$ cat config.mk
export PLATFORM = sky130hd
export DESIGN_NAME = rk4c_front
export DESIGN_NICKNAME = d
export VERILOG_FILES = /design/src/rk4c_pkg.sv /design/src/rk4c_front.sv
export SDC_FILE = /design/constraint.sdc
export NUM_CORES = 1
export LEC_CHECK = 0
export BUFFER_PORTS_ARGS = -buffer_cell sky130_fd_sc_hd__buf_2
export CORE_ASPECT_RATIO = 1.2
export CORE_MARGIN = 2
export CORE_UTILIZATION = 30
export CTS_CLUSTER_SIZE = 12
export DETAILED_ROUTE_END_ITERATION = 16
export SLEW_MARGIN = 20
export SYNTH_ARGS = -nofsm -noshare
export SYNTH_HDL_FRONTEND = slang
export SYNTH_SLANG_ARGS = --single-unit
$ cat constraint.sdc
create_clock -name clk -period 10.5 [get_ports clk]
set_input_delay 0 -clock clk [delete_from_list [all_inputs] [get_ports clk]]
set_output_delay 0 -clock clk [all_outputs]
set_load 0.01 [all_outputs]
$ cat src/rk4c_pkg.sv
`timescale 1ns / 1ps
`default_nettype none
package rk4c_pkg;

  localparam int PARTICLES = 1024;
  localparam int FRAC_BITS = 16;
  localparam int PART_W    = 10;
  localparam int IDX_W     = $clog2(PARTICLES);

  localparam logic [2:0] CMD_LOAD   = 3'd0;
  localparam logic [2:0] CMD_STAGE1 = 3'd1;
  localparam logic [2:0] CMD_STAGE2 = 3'd2;
  localparam logic [2:0] CMD_STAGE3 = 3'd3;
  localparam logic [2:0] CMD_STAGE4 = 3'd4;

  localparam logic [30:0] TIME_STEP_RESET = 31'd655;

  localparam int FIFO_DEPTH = 4;
  localparam int FIFO_AW    = $clog2(FIFO_DEPTH);
  localparam logic [FIFO_AW:0] FIFO_FULL = (FIFO_AW + 1)'(FIFO_DEPTH);

  localparam int RECIP_QW = (2 * FRAC_BITS + 1 > 33) ? 2 * FRAC_BITS + 1 : 33;

  localparam int SUM_W  = 35;
  localparam int PROD_W = 66;
  localparam int M1_W   = PROD_W - FRAC_BITS;
  localparam int VP_W   = M1_W + 32;
  localparam int MAG_W  = 37;
  localparam logic [MAG_W-1:0] MAG_LIMIT = 37'h10_0000_0000;

  localparam int          DIV3_HALF  = 18;
  localparam logic [16:0] DIV3_GROUP = 17'd87381;
  localparam logic [18:0] DIV3_RECIP = 19'd349526;
  localparam int          DIV3_SHIFT = 20;

  typedef logic [2:0][31:0] vec3_t;
  typedef logic [2:0][SUM_W-1:0] sum3_t;

  typedef struct packed {
    logic        is_load;
    logic [2:0]  stage;
    logic [PART_W-1:0] particle;
    vec3_t       pos;
    vec3_t       vel;
    vec3_t       frc;
    logic [30:0] mass;
  } item_t;

  typedef struct packed {
    sum3_t vs;
    sum3_t fs;
  } sums_t;

  typedef struct packed {
    vec3_t pos;
    vec3_t vel;
  } spv_t;

  typedef enum logic [1:0] {
    RC_IDLE,
    RC_RUN,
    RC_DONE
  } recip_state_t;

  typedef struct packed {
    logic start;
    logic ack;
  } recip_req_t;

  typedef struct packed {
    logic idle;
    logic done;
  } recip_sts_t;

endpackage
`default_nettype wire

$ cat src/rk4c_front.sv
`timescale 1ns / 1ps
`default_nettype none
module rk4c_front (
  input  wire logic                      clk,
  input  wire logic                      rst,
  input  wire logic                      in_valid,
  output logic                           in_stall,
  input  wire logic [2:0]                cmd,
  input  wire logic [rk4c_pkg::PART_W-1:0] particle,
  input  wire rk4c_pkg::vec3_t           pos,
  input  wire rk4c_pkg::vec3_t           vel,
  input  wire rk4c_pkg::vec3_t           frc,
  input  wire logic [30:0]               mass,
  output logic                           head_valid,
  output rk4c_pkg::item_t                head,
  input  wire logic                      pop
);

  rk4c_pkg::item_t q_mem [rk4c_pkg::FIFO_DEPTH];
  logic [rk4c_pkg::FIFO_AW-1:0] wr_ptr;
  logic [rk4c_pkg::FIFO_AW-1:0] rd_ptr;
  logic [rk4c_pkg::FIFO_AW:0]   count;
  rk4c_pkg::item_t item;
  logic keep;
  logic push;
  logic do_pop;

  always_comb begin
    item.is_load  = (cmd == rk4c_pkg::CMD_LOAD);
    item.stage    = cmd;
    item.particle = particle;
    item.pos      = pos;
    item.vel      = vel;
    item.frc      = frc;
    item.mass     = mass;
  end

  // drop unused commands and out-of-range particles
  assign keep = (cmd <= rk4c_pkg::CMD_STAGE4) &&
                (32'(particle) < rk4c_pkg::PARTICLES);
  assign in_stall   = (count == rk4c_pkg::FIFO_FULL);
  assign push       = in_valid && !in_stall && keep;
  assign head_valid = (count != '0);
  assign do_pop     = pop && head_valid;
  assign head       = q_mem[rd_ptr];

  always_ff @(posedge clk) begin
    if (push) begin
      q_mem[wr_ptr] <= item;
    end
  end

  always_ff @(posedge clk) begin
    if (rst) begin
      wr_ptr <= '0;
      rd_ptr <= '0;
      count  <= '0;
    end else begin
      if (push) begin
        wr_ptr <= wr_ptr + 1'b1;
      end
      if (do_pop) begin
        rd_ptr <= rd_ptr + 1'b1;
      end
      if (push && !do_pop) begin
        count <= count + 1'b1;
      end else if (!push && do_pop) begin
        count <= count - 1'b1;
      end
    end
  end

endmodule
`default_nettype wire

==> summary.txt <==
Clock network
  • Total CTS buffers: 140
  • Setup bufs post-CTS: 0
  • Root buffer cell: clkbuf_16
  • Max Buffers Root-to-Sink: 3
  • Insertion delay to the later sink of the worst-skew pair: 0.76 ns
  • CTS tree: built
  • Clock transition at path regs: 0.06 ns
  • H-tree Lvls: 4
  • TritonCTS Sinks: 1341

Setup path
  • Worst Path Max Fanout: 85
  • Crit end category: output pin
  • Crit path cell chain: buf_12, buf_16, buf_12, mux4_2, buf_2
  • Slowest CP cell: mux4_2
  • RR Startpoint: count[0]
  • Worst Path Arrival: about 4 ns
  • Most used cell along the critical path: buf_12
  • Slowest cell delay on critical path: 0.62 ns
  • WS Path Type: reg -> out
  • Startpoint class of the critical path: flop
  • CP Data Required Time: 10.50 ns

Timing
  • Setup Viol. Count Final: 0
  • Clock skew: ~0.027 ns
  • Fin. Hold Viols: 0
  • Max Slew Vio Count: 0
  • Tmin final: 3.89 ns
  • Hold_ws: 0.0776 ns
  • RSZ-0062 raised after global routing: no
  • Final period utilization: 37.1%
  • Slew at the pin closest to its max-slew limit: 1.12 ns
  • Max Fclk: 257 MHz
  • Relative slew slack: 25.1%
  • Final setup TNS: 0 ns

Routing
  • Pre-antenna DRT Iters: 5
  • DRC viols: 0
  • Final WL: between 100000 and 150000 µm
  • Vias per std cell: 4.49
  • Final ANT Viol Nets: 0
  • Routed WL per cell: 20.4 µm
  • Routed via count: 24300
  • DR iter-0 viols: 1584

Place
  • Placed instance area: about 54000 µm²
  • DPL Wire Length: around 65000 µm
  • Gpl congestion: 0.751
  • IO buf count: 670

Final layout
  • Layout cells sized above 1: 36.9%
  • Commonest non-fill, non-tap cell in the layout: edfxtp_1
  • Leading cell types in the layout, fill and taps excluded: edfxtp_1 (1332), buf_2 (670), dlygate4sd3_1 (641)
  • Final Cell Area: 64900 µm²
  • Layout overhead on the synthesized area: 33.7%
  • Final nets: 3531
  • Fill cells: 14000

Power
  • Pwr Density: 212 nW/µm²
  • Peak supply drop: 0.000156 V
  • P_leak: between 20 and 25 nW

Run status
  • Status: finished clean

Global routing
  • Antenna violations before repair: 19
  • First-pass GRT wire length: 163000 µm
  • All-Layer GR Usage: 13.1%
  • Number of global-route vias before repair: 25600
  • Largest net degree at the start of global routing: 123
  • Grt total ovfl: 0

Yosys
  • FFs w/ async S/R, synth: 0%
  • Average size of a mapped cell: 27.1 µm²
  • Synthesized instance count: 1789
  • YS warnings: 0
  • Netlist cell types: 23
  • Post-synth EDFFs: 1332
  • Post-synth top flop: edfxtp_1
  • Net Count, Synth: 2131
  • Post-synthesis sequential area ratio: 82.8%
  • Synthesized area: about 49000 µm²
  • Seq cells post-synth: 1341

Floorplanning
  • DIE WIDTH: 371 µm
  • Ports: 671
  • Core footprint: 161000 µm²
  • Rows: 161
  • Die Y: around 440 µm
  • Die Area: 165000 µm²
  • Starting Density: a little under a third

Hold path
  • Min-delay src: frc[40]
  • Hold WC Path Type: in -> reg

Job
  • Max-cap violations: 0
==> final cells by class <==
cell class / count / area [µm²] / area share (%)
sequential: 1341 / 40200 / 61.9
timing repair buffer: 1334 / 10100 / 15.6
multi-input combinational: 369 / 7800 / 12.0
clock buffer: 179 / 3690 / 5.69
tap: 2119 / 2650 / 4.08
clock inverter: 41 / 424 / 0.653
antenna: 18 / 45.0 / 0.0694
inverter: 3 / 11.3 / 0.0173
==> worst max-delay path, delay by kind of cell, from the launching register on <==
family                 cells  cell delay, ns
muxes                      1            0.62
buffers and inverters      4            1.44
DFF                        1            0.56
==> per-stage QoR <==
stage	utilization (%)	setup slack [ns]	power (mW)	instances
floorplan	-	1.31	8.24	1789
global placement	33.8	6.71	9.16	4524
detailed placement	33.8	6.66	9.17	4524
CTS	40.4	6.53	14.0	5385
global route	40.4	6.27	14.3	5398
finish	40.4	6.61	13.7	5404
==> flip-flops by register name (all words and copies together), names as in the netlist, named ones only <==
name / cells
count: 3
q_mem: 1332
wr_ptr: 2
rd_ptr: 2
==> logic make-up after synthesis <==
logic type | after synthesis | share of synthesized area (%)
fa+ha+maj | 6 | 0.170
simple gates | 18 | 0.211
compound gates | 5 | 0.0644
buf+inv | 79 | 1.19
flops | 1341 | 82.8
mux | 336 | 15.5
xor+xnor | 4 | 0.0722
==> final timing paths <==
| path | end | slack, ns | depth (start not counted) |
|---|---|---|---|
| hold reg to reg | wr_ptr[1] | 0.52 | 2 |
| hold / removal | q_mem[3][71] | 0.08 | 2 |
| setup reg to reg | q_mem[0][234] | 6.72 | 5 |
| setup / recovery | head[289] | 6.61 | 5 |
==> where the power goes <==
part           internal, mW  switching [mW]  leakage (nW)
clock                  2.58            1.96          1.99
sequential             6.22          0.0906          12.2
combinational          1.39            1.51          7.37
==> synthesized netlist by cell type (3+ instances only) <==
master	count	area, µm²
and2_1	4	25.0
buf_2	38	190
buf_6	31	349
clkbuf_1	7	26.3
dfxtp_1	9	180
edfxtp_1	1332	40000
ha_1	5	62.6
inv_1	3	11.3
mux4_2	333	7500
nor2_1	7	26.3
xor2_1	4	35.0
==> what timing repair did <==
| action | CTS | global route |
|---|---|---|
| endpoints found under the hold margin | 1341 | 0 |
| hold buffers | 641 | 0 |
| gates resized for setup | 0 | 0 |
==> layer usage <==
layer | share of wire (%) | track usage (%) | wire [µm] | vias up
li1 | - | - | - | 10600
met1 | 38 | 15.5 | 42400 | 12600
met2 | 49 | 21.7 | 54500 | 855
met3 | 9.0 | 4.68 | 9930 | 189
met4 | 3.2 | 5.00 | 3490 | 4
met5 | 0.026 | 0 | 29 | -
No activity file was read; power rests on OpenSTA's default activity.
