$ cat src/rk4c_pkg.sv
`timescale 1ns / 1ps
`default_nettype none
package rk4c_pkg;

  localparam int PARTICLES = 1024;
  localparam int FRAC_BITS = 16;
  localparam int PART_W    = 10;
  localparam int IDX_W     = $clog2(PARTICLES);

  localparam logic [2:0] CMD_LOAD   = 3'd0;
  localparam logic [2:0] CMD_STAGE1 = 3'd1;
  localparam logic [2:0] CMD_STAGE2 = 3'd2;
  localparam logic [2:0] CMD_STAGE3 = 3'd3;
  localparam logic [2:0] CMD_STAGE4 = 3'd4;

  localparam logic [30:0] TIME_STEP_RESET = 31'd655;

  localparam int FIFO_DEPTH = 4;
  localparam int FIFO_AW    = $clog2(FIFO_DEPTH);
  localparam logic [FIFO_AW:0] FIFO_FULL = (FIFO_AW + 1)'(FIFO_DEPTH);

  localparam int RECIP_QW = (2 * FRAC_BITS + 1 > 33) ? 2 * FRAC_BITS + 1 : 33;

  localparam int SUM_W  = 35;
  localparam int PROD_W = 66;
  localparam int M1_W   = PROD_W - FRAC_BITS;
  localparam int VP_W   = M1_W + 32;
  localparam int MAG_W  = 37;
  localparam logic [MAG_W-1:0] MAG_LIMIT = 37'h10_0000_0000;

  localparam int          DIV3_HALF  = 18;
  localparam logic [16:0] DIV3_GROUP = 17'd87381;
  localparam logic [18:0] DIV3_RECIP = 19'd349526;
  localparam int          DIV3_SHIFT = 20;

  typedef logic [2:0][31:0] vec3_t;
  typedef logic [2:0][SUM_W-1:0] sum3_t;

  typedef struct packed {
    logic        is_load;
    logic [2:0]  stage;
    logic [PART_W-1:0] particle;
    vec3_t       pos;
    vec3_t       vel;
    vec3_t       frc;
    logic [30:0] mass;
  } item_t;

  typedef struct packed {
    sum3_t vs;
    sum3_t fs;
  } sums_t;

  typedef struct packed {
    vec3_t pos;
    vec3_t vel;
  } spv_t;

  typedef enum logic [1:0] {
    RC_IDLE,
    RC_RUN,
    RC_DONE
  } recip_state_t;

  typedef struct packed {
    logic start;
    logic ack;
  } recip_req_t;

  typedef struct packed {
    logic idle;
    logic done;
  } recip_sts_t;

endpackage
`default_nettype wire

$ cat src/rk4c_recip.sv
`timescale 1ns / 1ps
`default_nettype none
module rk4c_recip (
  input  wire logic                 clk,
  input  wire logic                 rst,
  input  wire rk4c_pkg::recip_req_t req,
  input  wire logic [30:0]          mass,
  output rk4c_pkg::recip_sts_t      sts,
  output logic [31:0]               inv
);

  localparam int QW = rk4c_pkg::RECIP_QW;
  localparam int CW = $clog2(QW);

  rk4c_pkg::recip_state_t state;
  rk4c_pkg::recip_state_t state_next;
  logic [CW-1:0] cnt;
  logic [30:0]   dvs;
  logic [30:0]   rem;
  logic [30:0]   rem_next;
  logic [QW-1:0] quo;
  logic [31:0]   r_sh;
  logic          nbit;
  logic          qbit;

  always_ff @(posedge clk) begin
    if (rst) begin
      state <= rk4c_pkg::RC_IDLE;
    end else begin
      state <= state_next;
    end
  end

  always_comb begin
    state_next = state;
    unique case (state)
      rk4c_pkg::RC_IDLE: begin
        if (req.start) begin
          state_next = rk4c_pkg::RC_RUN;
        end
      end
      rk4c_pkg::RC_RUN: begin
        if (cnt == '0) begin
          state_next = rk4c_pkg::RC_DONE;
        end
      end
      rk4c_pkg::RC_DONE: begin
        if (req.ack) begin
          state_next = rk4c_pkg::RC_IDLE;
        end
      end
      default: begin
        state_next = rk4c_pkg::RC_IDLE;
      end
    endcase
  end

  // numerator is a single one at bit 2*FRAC_BITS
  assign nbit     = (cnt == CW'(2 * rk4c_pkg::FRAC_BITS));
  assign r_sh     = {rem, nbit};
  assign qbit     = (r_sh >= {1'b0, dvs});
  assign rem_next = qbit ? 31'(r_sh - {1'b0, dvs}) : r_sh[30:0];

  always_ff @(posedge clk) begin
    if (state == rk4c_pkg::RC_IDLE && req.start) begin
      dvs <= mass;
      rem <= '0;
      quo <= '0;
      cnt <= CW'(QW - 1);
    end else if (state == rk4c_pkg::RC_RUN) begin
      rem <= rem_next;
      quo <= {quo[QW-2:0], qbit};
      cnt <= cnt - 1'b1;
    end
  end

  assign sts.idle = (state == rk4c_pkg::RC_IDLE);
  assign sts.done = (state == rk4c_pkg::RC_DONE);
  assign inv      = (|quo[QW-1:32]) ? 32'hFFFF_FFFF : quo[31:0];

endmodule
`default_nettype wire

$ cat config.mk
export PLATFORM = sky130hd
export DESIGN_NAME = rk4c_recip
export DESIGN_NICKNAME = d
export VERILOG_FILES = /design/src/rk4c_pkg.sv /design/src/rk4c_recip.sv
export SDC_FILE = /design/constraint.sdc
export NUM_CORES = 1
export LEC_CHECK = 0
export BUFFER_PORTS_ARGS = -buffer_cell sky130_fd_sc_hd__buf_2
export CAP_MARGIN = 15
export CORE_MARGIN = 1.5
export CORE_UTILIZATION = 33
export CTS_CLUSTER_SIZE = 40
export DETAILED_ROUTE_END_ITERATION = 7
export GPL_TIMING_DRIVEN = 0
export SYNTH_ARGS = -nofsm -noshare
export SYNTH_HDL_FRONTEND = slang
export SYNTH_SLANG_ARGS = --single-unit
$ cat constraint.sdc
create_clock -name clk -period 4.3 [get_ports clk]
set_input_delay 0.645 -clock clk [delete_from_list [all_inputs] [get_ports clk]]
set_output_delay 0.645 -clock clk [all_outputs]
set_load 0.005 [all_outputs]
==> results.py, run 1 <==
metrics = {
    "critical_path": {
        "cp.required_ns": 4.52,
        "end_kind": "register",
        "timing_worst_setup_path_type": "reg2reg",
        "crit_fanout": 9,
        "arrival_ns": 3.81,
        "start_kind": "register",
    },
    "route": {
        "vias_per_cell": 4.849,
        "dr.pass1.iters": 5,
        "drt_iter0_markers": 343,
        "route.detailed.drc": 0,
        "vias": 4699,
        "drt-total-wl_mm": 13.41,
        "wl_per_cell_um": 13.84,
        "ant_nets": 0,
    },
    "logic_synthesis": {
        "async_flop_share": 0,
        "ys.flop_type": "dfxtp_1",
        "yosysSeqAreaShare": 0.4162,
        "avgSynthCellArea_um2": 8.583,
        "ys_types": 61,
        "synth_edf_count": 31,
        "yosysTopAreaCellShare": 0.2529,
        "ys_warn_count": 0,
        "mappedNetlistArea_mm2": 0.005699,
        "synth_area_leader_cell": "dfxtp_1",
        "synth_commonest_cells": "a21oi_1 (101), nand2_1 (89), dfxtp_1 (72), nor2_1 (41), o21ai_0 (41)",
        "synthCells": 664,
        "synthTopCellsByArea": "dfxtp_1 (25%), edfxtp_1 (16%), a21oi_1 (8.9%), ha_1 (7.0%), nand2_1 (5.9%)",
        "synth_seq_cells": 103,
        "yosysMostFrequentCell": "a21oi_1",
        "syn-num-nets": 732,
    },
    "layout": {
        "diodes": 0,
        "fillers": 1763,
        "utilization": 0.3971,
        "area_growth_pct": 16.36,
        "nets": 812,
        "drive_gt1_frac": 0.1869,
    },
    "global_routing": {
        "grt_pass1_vias": 4366,
        "grt_overflow": 0,
        "grt_pass1_wl_mm": 22.45,
        "grt_use_total": 0.1555,
        "antenna_found_initial": 0,
        "grt_max_degree": 22,
    },
    "cts": {
        "numClockSinks": 103,
        "clk_pin_slew_worst_paths_ns": 0.08,
        "cts-buffers-inserted": 9,
        "htreeDepth": 3,
        "cts_resized": 0,
        "cts_hold_buf": 0,
        "cts_root_buffer": "clkbuf_16",
        "cts_tree": "built",
        "post_cts_buffers": 0,
        "clk_latency_ns": 0.36,
        "clock_path_buffers": 2,
    },
    "floorplanning": {
        "start_util": 0.3412,
        "core_mm2": 0.01670,
        "die_h_um": 134.4,
        "io-pin-count": 69,
        "die_w_um": 134.4,
        "rows": 47,
        "die-area_mm2": 0.01807,
    },
    "placed_design": {
        "io_buffers": 68,
        "place_congestion": 0.7927,
        "dpl.hpwl_mm": 10.03,
        "dp_slack_ns": 0.7374,
    },
    "status": {
        "status": "finished, final reports clean",
    },
    "power": {
        "ir_drop_mv": 0.2131,
        "power.density_mw_per_mm2": 447.7,
        "p_leak_nw": 2.920,
        "p_total_mw": 2.969,
    },
    "sta": {
        "slew_violations": 0,
        "hold_slack_ns": 0.4582,
        "setup_slack_ns": 0.7080,
        "final-hold-violation-count": 0,
        "finalCritPeriodShare": 0.8354,
        "period_minus_slack_ns": 3.592,
        "timing.slew.headroom": 0.5780,
        "grt_setup_unrepaired": "false",
        "fmax_ghz": 0.2784,
        "worst_pin_slew_ns": 0.6330,
        "setup_viol": 0,
        "fin_skew_ns": 0.01404,
        "finalSetupTns_ns": 0,
    },
    "min_path": {
        "hold_path.class": "in2reg",
    },
    "job": {
        "max_cap_viol_count": 0,
    },
}
[critical path: stages (launching register included)]
cell and delay (ns):
dfxtp_1 0.34, inv_1 0.06, ha_1 0.16, nand2_1 0.12, nor2_1 0.16, nand2_1 0.07
ha_1 0.20, fa_1 0.43, nor2b_4 0.16, o31a_4 0.17, o311ai_4 0.13, o31ai_4 0.35
a2111oi_2 0.14, or2_1 0.24, buf_6 0.13, and2_4 0.15, buf_6 0.13, a221oi_2 0.25
o21ai_1 0.09
[placed cells by master, fill, tap and decap left out, types with 7 or more instances in the layout]
cell type  Yosys  layout
xnor2_1       18      18
ha_1          32      32
o21ai_0       41      41
buf_2          5      73
clkbuf_1      19      18
dfxtp_1       72      72
clkbuf_16      0       9
nor2b_1        8       8
or2_2         32      32
nand2_1       89      89
a21oi_1      101     101
nor2_1        41      41
inv_1         40      40
a21o_1        12      12
o22ai_1        8       8
nand3_1        8       8
xor2_1        10      10
edfxtp_1      31      31
a22oi_1        7       7
mux2i_1        7       7
[registers in the layout (all words and copies together), names as in the netlist]
register and cells:
rem 31, cnt 6, state 2, dvs 31, quo 33
[path summary, 6_finish.rpt]
check / from / to / slack (ns) / depth (start not counted)
min reg2reg: quo[29]$_SDFFE_PP0N_ / quo[30]$_SDFFE_PP0N_ / 0.47 / 2
max reg2reg: cnt[0]$_SDFFE_PP0N_ / rem[26]$_SDFFE_PP0N_ / 0.71 / 18
max: cnt[0]$_SDFFE_PP0N_ / rem[26]$_SDFFE_PP0N_ / 0.71 / 18
min: mass[8] / dvs[8]$_DFFE_PP_ / 0.46 / 1
[area by class of cell]
type / count / area [um^2] / share of cell area
buffer: 35 / 187.7 / 0.02830
clock buffer: 10 / 239.0 / 0.03604
clock inverter: 6 / 48.80 / 0.007358
inverter: 40 / 150.1 / 0.02264
multi-input combinational: 486 / 2990 / 0.4509
sequential: 103 / 2372 / 0.3577
tap: 220 / 275.3 / 0.04151
timing repair buffer: 69 / 367.9 / 0.05547
[cells by family after synthesis]
| group | share of synthesized area |
|---|---|
| buffers and inverters | 0.05905 |
| adders and majority gates | 0.07376 |
| xor gates and xnor gates | 0.04303 |
| AOI/OAI and AO/OA | 0.2231 |
| and+or+nand+nor | 0.1726 |
| muxes | 0.01229 |
| DFF | 0.4162 |
[per-stage QoR]
stage / cells / area, um^2
2_1_floorplan: 664 / 5699
3_3_place_gp: 952 / 6315
3_5_place_dp: 953 / 6344
4_1_cts: 969 / 6631
5_1_grt: 969 / 6631
6_report: 969 / 6631
[metal layers]
metal,global-route usage,share of wire,up-vias
met1,0.2213,0.52,2154
met5,0,0,-
met4,0.03047,0.0068,0
li1,-,-,2474
met2,0.2413,0.44,65
met3,0.03590,0.032,6
[report_power, final]
part           leakage (nW)  internal [mW]  total (mW)  switching, mW
Combinational          1.89          0.391       0.957          0.565
Sequential            0.883           1.11        1.20         0.0851
Clock                 0.146          0.418       0.813          0.395
(Power assumes the default switching activity.)
==> run 2: changes to the inputs <==
- clock period: 4.3 -> 3.8 ns (I/O delays scaled with it)
==> run 2 against run 1 <==
Compared with the run above: non-clock buffer count is 1 higher; largest power group unchanged; clock power increased by 13%; final area up 0.23%.
==> results.py, run 2 (synthesized netlist as in run 1, its figures left out) <==
metrics = {
    "status": {
        "status": "finished, final reports clean",
    },
    "layout": {
        "final_cell_area_mm2": 0.006646,
        "largest_reg_flops": 33,
        "drive_gt1_frac": 0.1920,
        "top_register": "quo",
        "reg_top3": "quo (33), dvs (31), rem (31)",
        "layout_common_cells": "a21oi_1 (101), nand2_1 (88), buf_2 (73)",
        "final_common_cell": "a21oi_1",
        "nets": 813,
        "multi_input_comb_area_mm2": 0.002998,
        "area_growth_pct": 16.62,
        "diodes": 0,
        "utilization": 0.3980,
        "fillers": 1760,
        "seqCellArea_mm2": 0.002372,
    },
    "placed_design": {
        "dpl.hpwl_mm": 10.03,
        "dp_slack_ns": 0.2374,
        "io_buffers": 68,
        "place_congestion": 0.7927,
        "place_area_mm2": 0.006344,
    },
    "critical_path": {
        "rrSetupSlack_ns": 0.26,
        "worstSetupPathDepth": 18,
        "reg2reg_depth": 18,
        "crit_chain": "inv_1 -> ha_1 -> nand2_2 -> nor2_2 -> nand2_1 -> ha_1 -> fa_2 -> nor2b_4 -> o31a_4 -> o311ai_4 -> o31ai_4 -> a2111oi_2 -> or2_1 -> buf_6 -> and2_4 -> buf_6 -> a221oi_2 -> o21ai_1",
        "end_kind": "register",
        "worstSetupStartpoint": "cnt[0]$_SDFFE_PP0N_",
        "cp.required_ns": 4.02,
        "cp_top_family": "compound AO/OA/AOI/OAI gates",
        "endpoint": "rem[26]$_SDFFE_PP0N_",
        "timing.rr.start": "cnt[0]$_SDFFE_PP0N_",
        "crit_fanout": 9,
        "timing_worst_setup_path_type": "reg2reg",
        "worstReg2RegEnd": "rem[26]$_SDFFE_PP0N_",
        "slowest_stage": "o31ai_4",
        "max_stage_delay_ns": 0.41,
        "arrival_ns": 3.75,
        "cp_num_buf_inv": 3,
        "start_kind": "register",
    },
    "floorplanning": {
        "core_mm2": 0.01670,
        "io-pin-count": 69,
        "rows": 47,
        "die_w_um": 134.4,
        "die-area_mm2": 0.01807,
        "start_util": 0.3412,
        "die_h_um": 134.4,
    },
    "sta": {
        "fin_skew_ns": 0.01394,
        "worst_pin_slew_ns": 0.6316,
        "final-hold-violation-count": 0,
        "fmax_ghz": 0.2829,
        "timing.slew.headroom": 0.5723,
        "finalCritPeriodShare": 0.9303,
        "grt_setup_unrepaired": "false",
        "hold_slack_ns": 0.3844,
        "period_minus_slack_ns": 3.535,
        "slew_violations": 0,
        "setup_viol": 0,
        "finalSetupTns_ns": 0,
        "setup_slack_ns": 0.2648,
    },
    "job": {
        "max_cap_viol_count": 0,
    },
    "cts": {
        "clk_latency_ns": 0.35,
        "cts_hold_buf": 0,
        "clock_path_buffers": 2,
        "htreeDepth": 3,
        "clk_pin_slew_worst_paths_ns": 0.08,
        "cts-buffers-inserted": 9,
        "cts_tree": "built",
        "numClockSinks": 103,
        "cts_root_buffer": "clkbuf_16",
    },
    "route": {
        "dr.pass1.iters": 5,
        "wl_per_cell_um": 13.90,
        "route.detailed.drc": 0,
        "drt-total-wl_mm": 13.49,
        "drt_iter0_markers": 313,
        "vias_per_cell": 4.843,
        "ant_nets": 0,
        "vias": 4698,
    },
    "global_routing": {
        "grt_max_degree": 22,
        "antenna_found_initial": 0,
        "grt_use_total": 0.1555,
        "grt_overflow": 0,
        "grt_pass1_vias": 4366,
        "grt_pass1_wl_mm": 22.45,
    },
    "power": {
        "power.density_mw_per_mm2": 508.2,
        "p_leak_nw": 2.925,
        "ir_drop_mv": 0.2402,
    },
    "min_path": {
        "hold_path.class": "in2reg",
    },
}
## run 2: cell types whose count changed in the layout (fill, tap and decap cells not counted)
cell	previous run	this run
nand2_2	0	1
nor2_1	41	40
fa_1	1	0
fa_2	0	1
nand2_1	89	88
buf_4	2	3
nor2_2	0	1
## run 2: metal layers
metal | share of wire | track usage
met3 | 0.032 | 0.03590
met1 | 0.52 | 0.2213
met4 | 0.0067 | 0.03047
met2 | 0.44 | 0.2413
met5 | 0 | 0
## run 2: repair_timing
item | in CTS | in global routing
buffers inserted | 0 | 1
endpoints found under the hold margin | 0 | 0
setup endpoints to repair | 0 | 6
resized for setup | 0 | 3
## run 2: metrics by stage
stage               power, mW  std cells
global route            3.615        970
global placement        2.447        952
floorplan               2.199        664
finish                  3.377        970
CTS                     3.391        969
detailed placement      2.460        953
## run 2: report_power, final
group          switching [mW]  total (mW)  internal [mW]
Clock                   0.446       0.919          0.473
Combinational           0.647        1.10          0.453
Sequential             0.0976        1.36           1.26
Total                    1.19        3.38           2.19
## run 2: worst min path at each step
stage | end | depth (start not counted) | slack (ns) | from
finish | dvs[8]$_DFFE_PP_ | 1 | 0.38 | mass[8]
global route | dvs[12]$_DFFE_PP_ | 1 | 0.37 | mass[12]
CTS | dvs[11]$_DFFE_PP_ | 1 | 0.37 | mass[11]
detailed placement | quo[2]$_SDFFE_PP0N_ | 2 | 0.46 | quo[1]$_SDFFE_PP0N_
global placement | quo[28]$_SDFFE_PP0N_ | 2 | 0.45 | quo[27]$_SDFFE_PP0N_
floorplan | quo[1]$_SDFFE_PP0N_ | 2 | 0.44 | quo[0]$_SDFFE_PP0N_
## run 2: worst reg2reg max path: stages (launching register included)
cell,delay [ns]
dfxtp_1,0.34
inv_1,0.06
ha_1,0.17
nand2_2,0.09
nor2_2,0.12
nand2_1,0.07
ha_1,0.21
fa_2,0.37
nor2b_4,0.14
o31a_4,0.17
o311ai_4,0.13
o31ai_4,0.41
a2111oi_2,0.14
or2_1,0.24
buf_6,0.13
and2_4,0.15
buf_6,0.13
a221oi_2,0.25
o21ai_1,0.09
## run 2: area by class of cell
| cell class | count | share of cell area |
|---|---|---|
| clock inverter | 6 | 0.007342 |
| buffer | 35 | 0.02824 |
| multi-input combinational | 486 | 0.4511 |
| clock buffer | 10 | 0.03596 |
| tap | 220 | 0.04142 |
| sequential | 103 | 0.3569 |
| inverter | 40 | 0.02259 |
| timing repair buffer | 70 | 0.05648 |
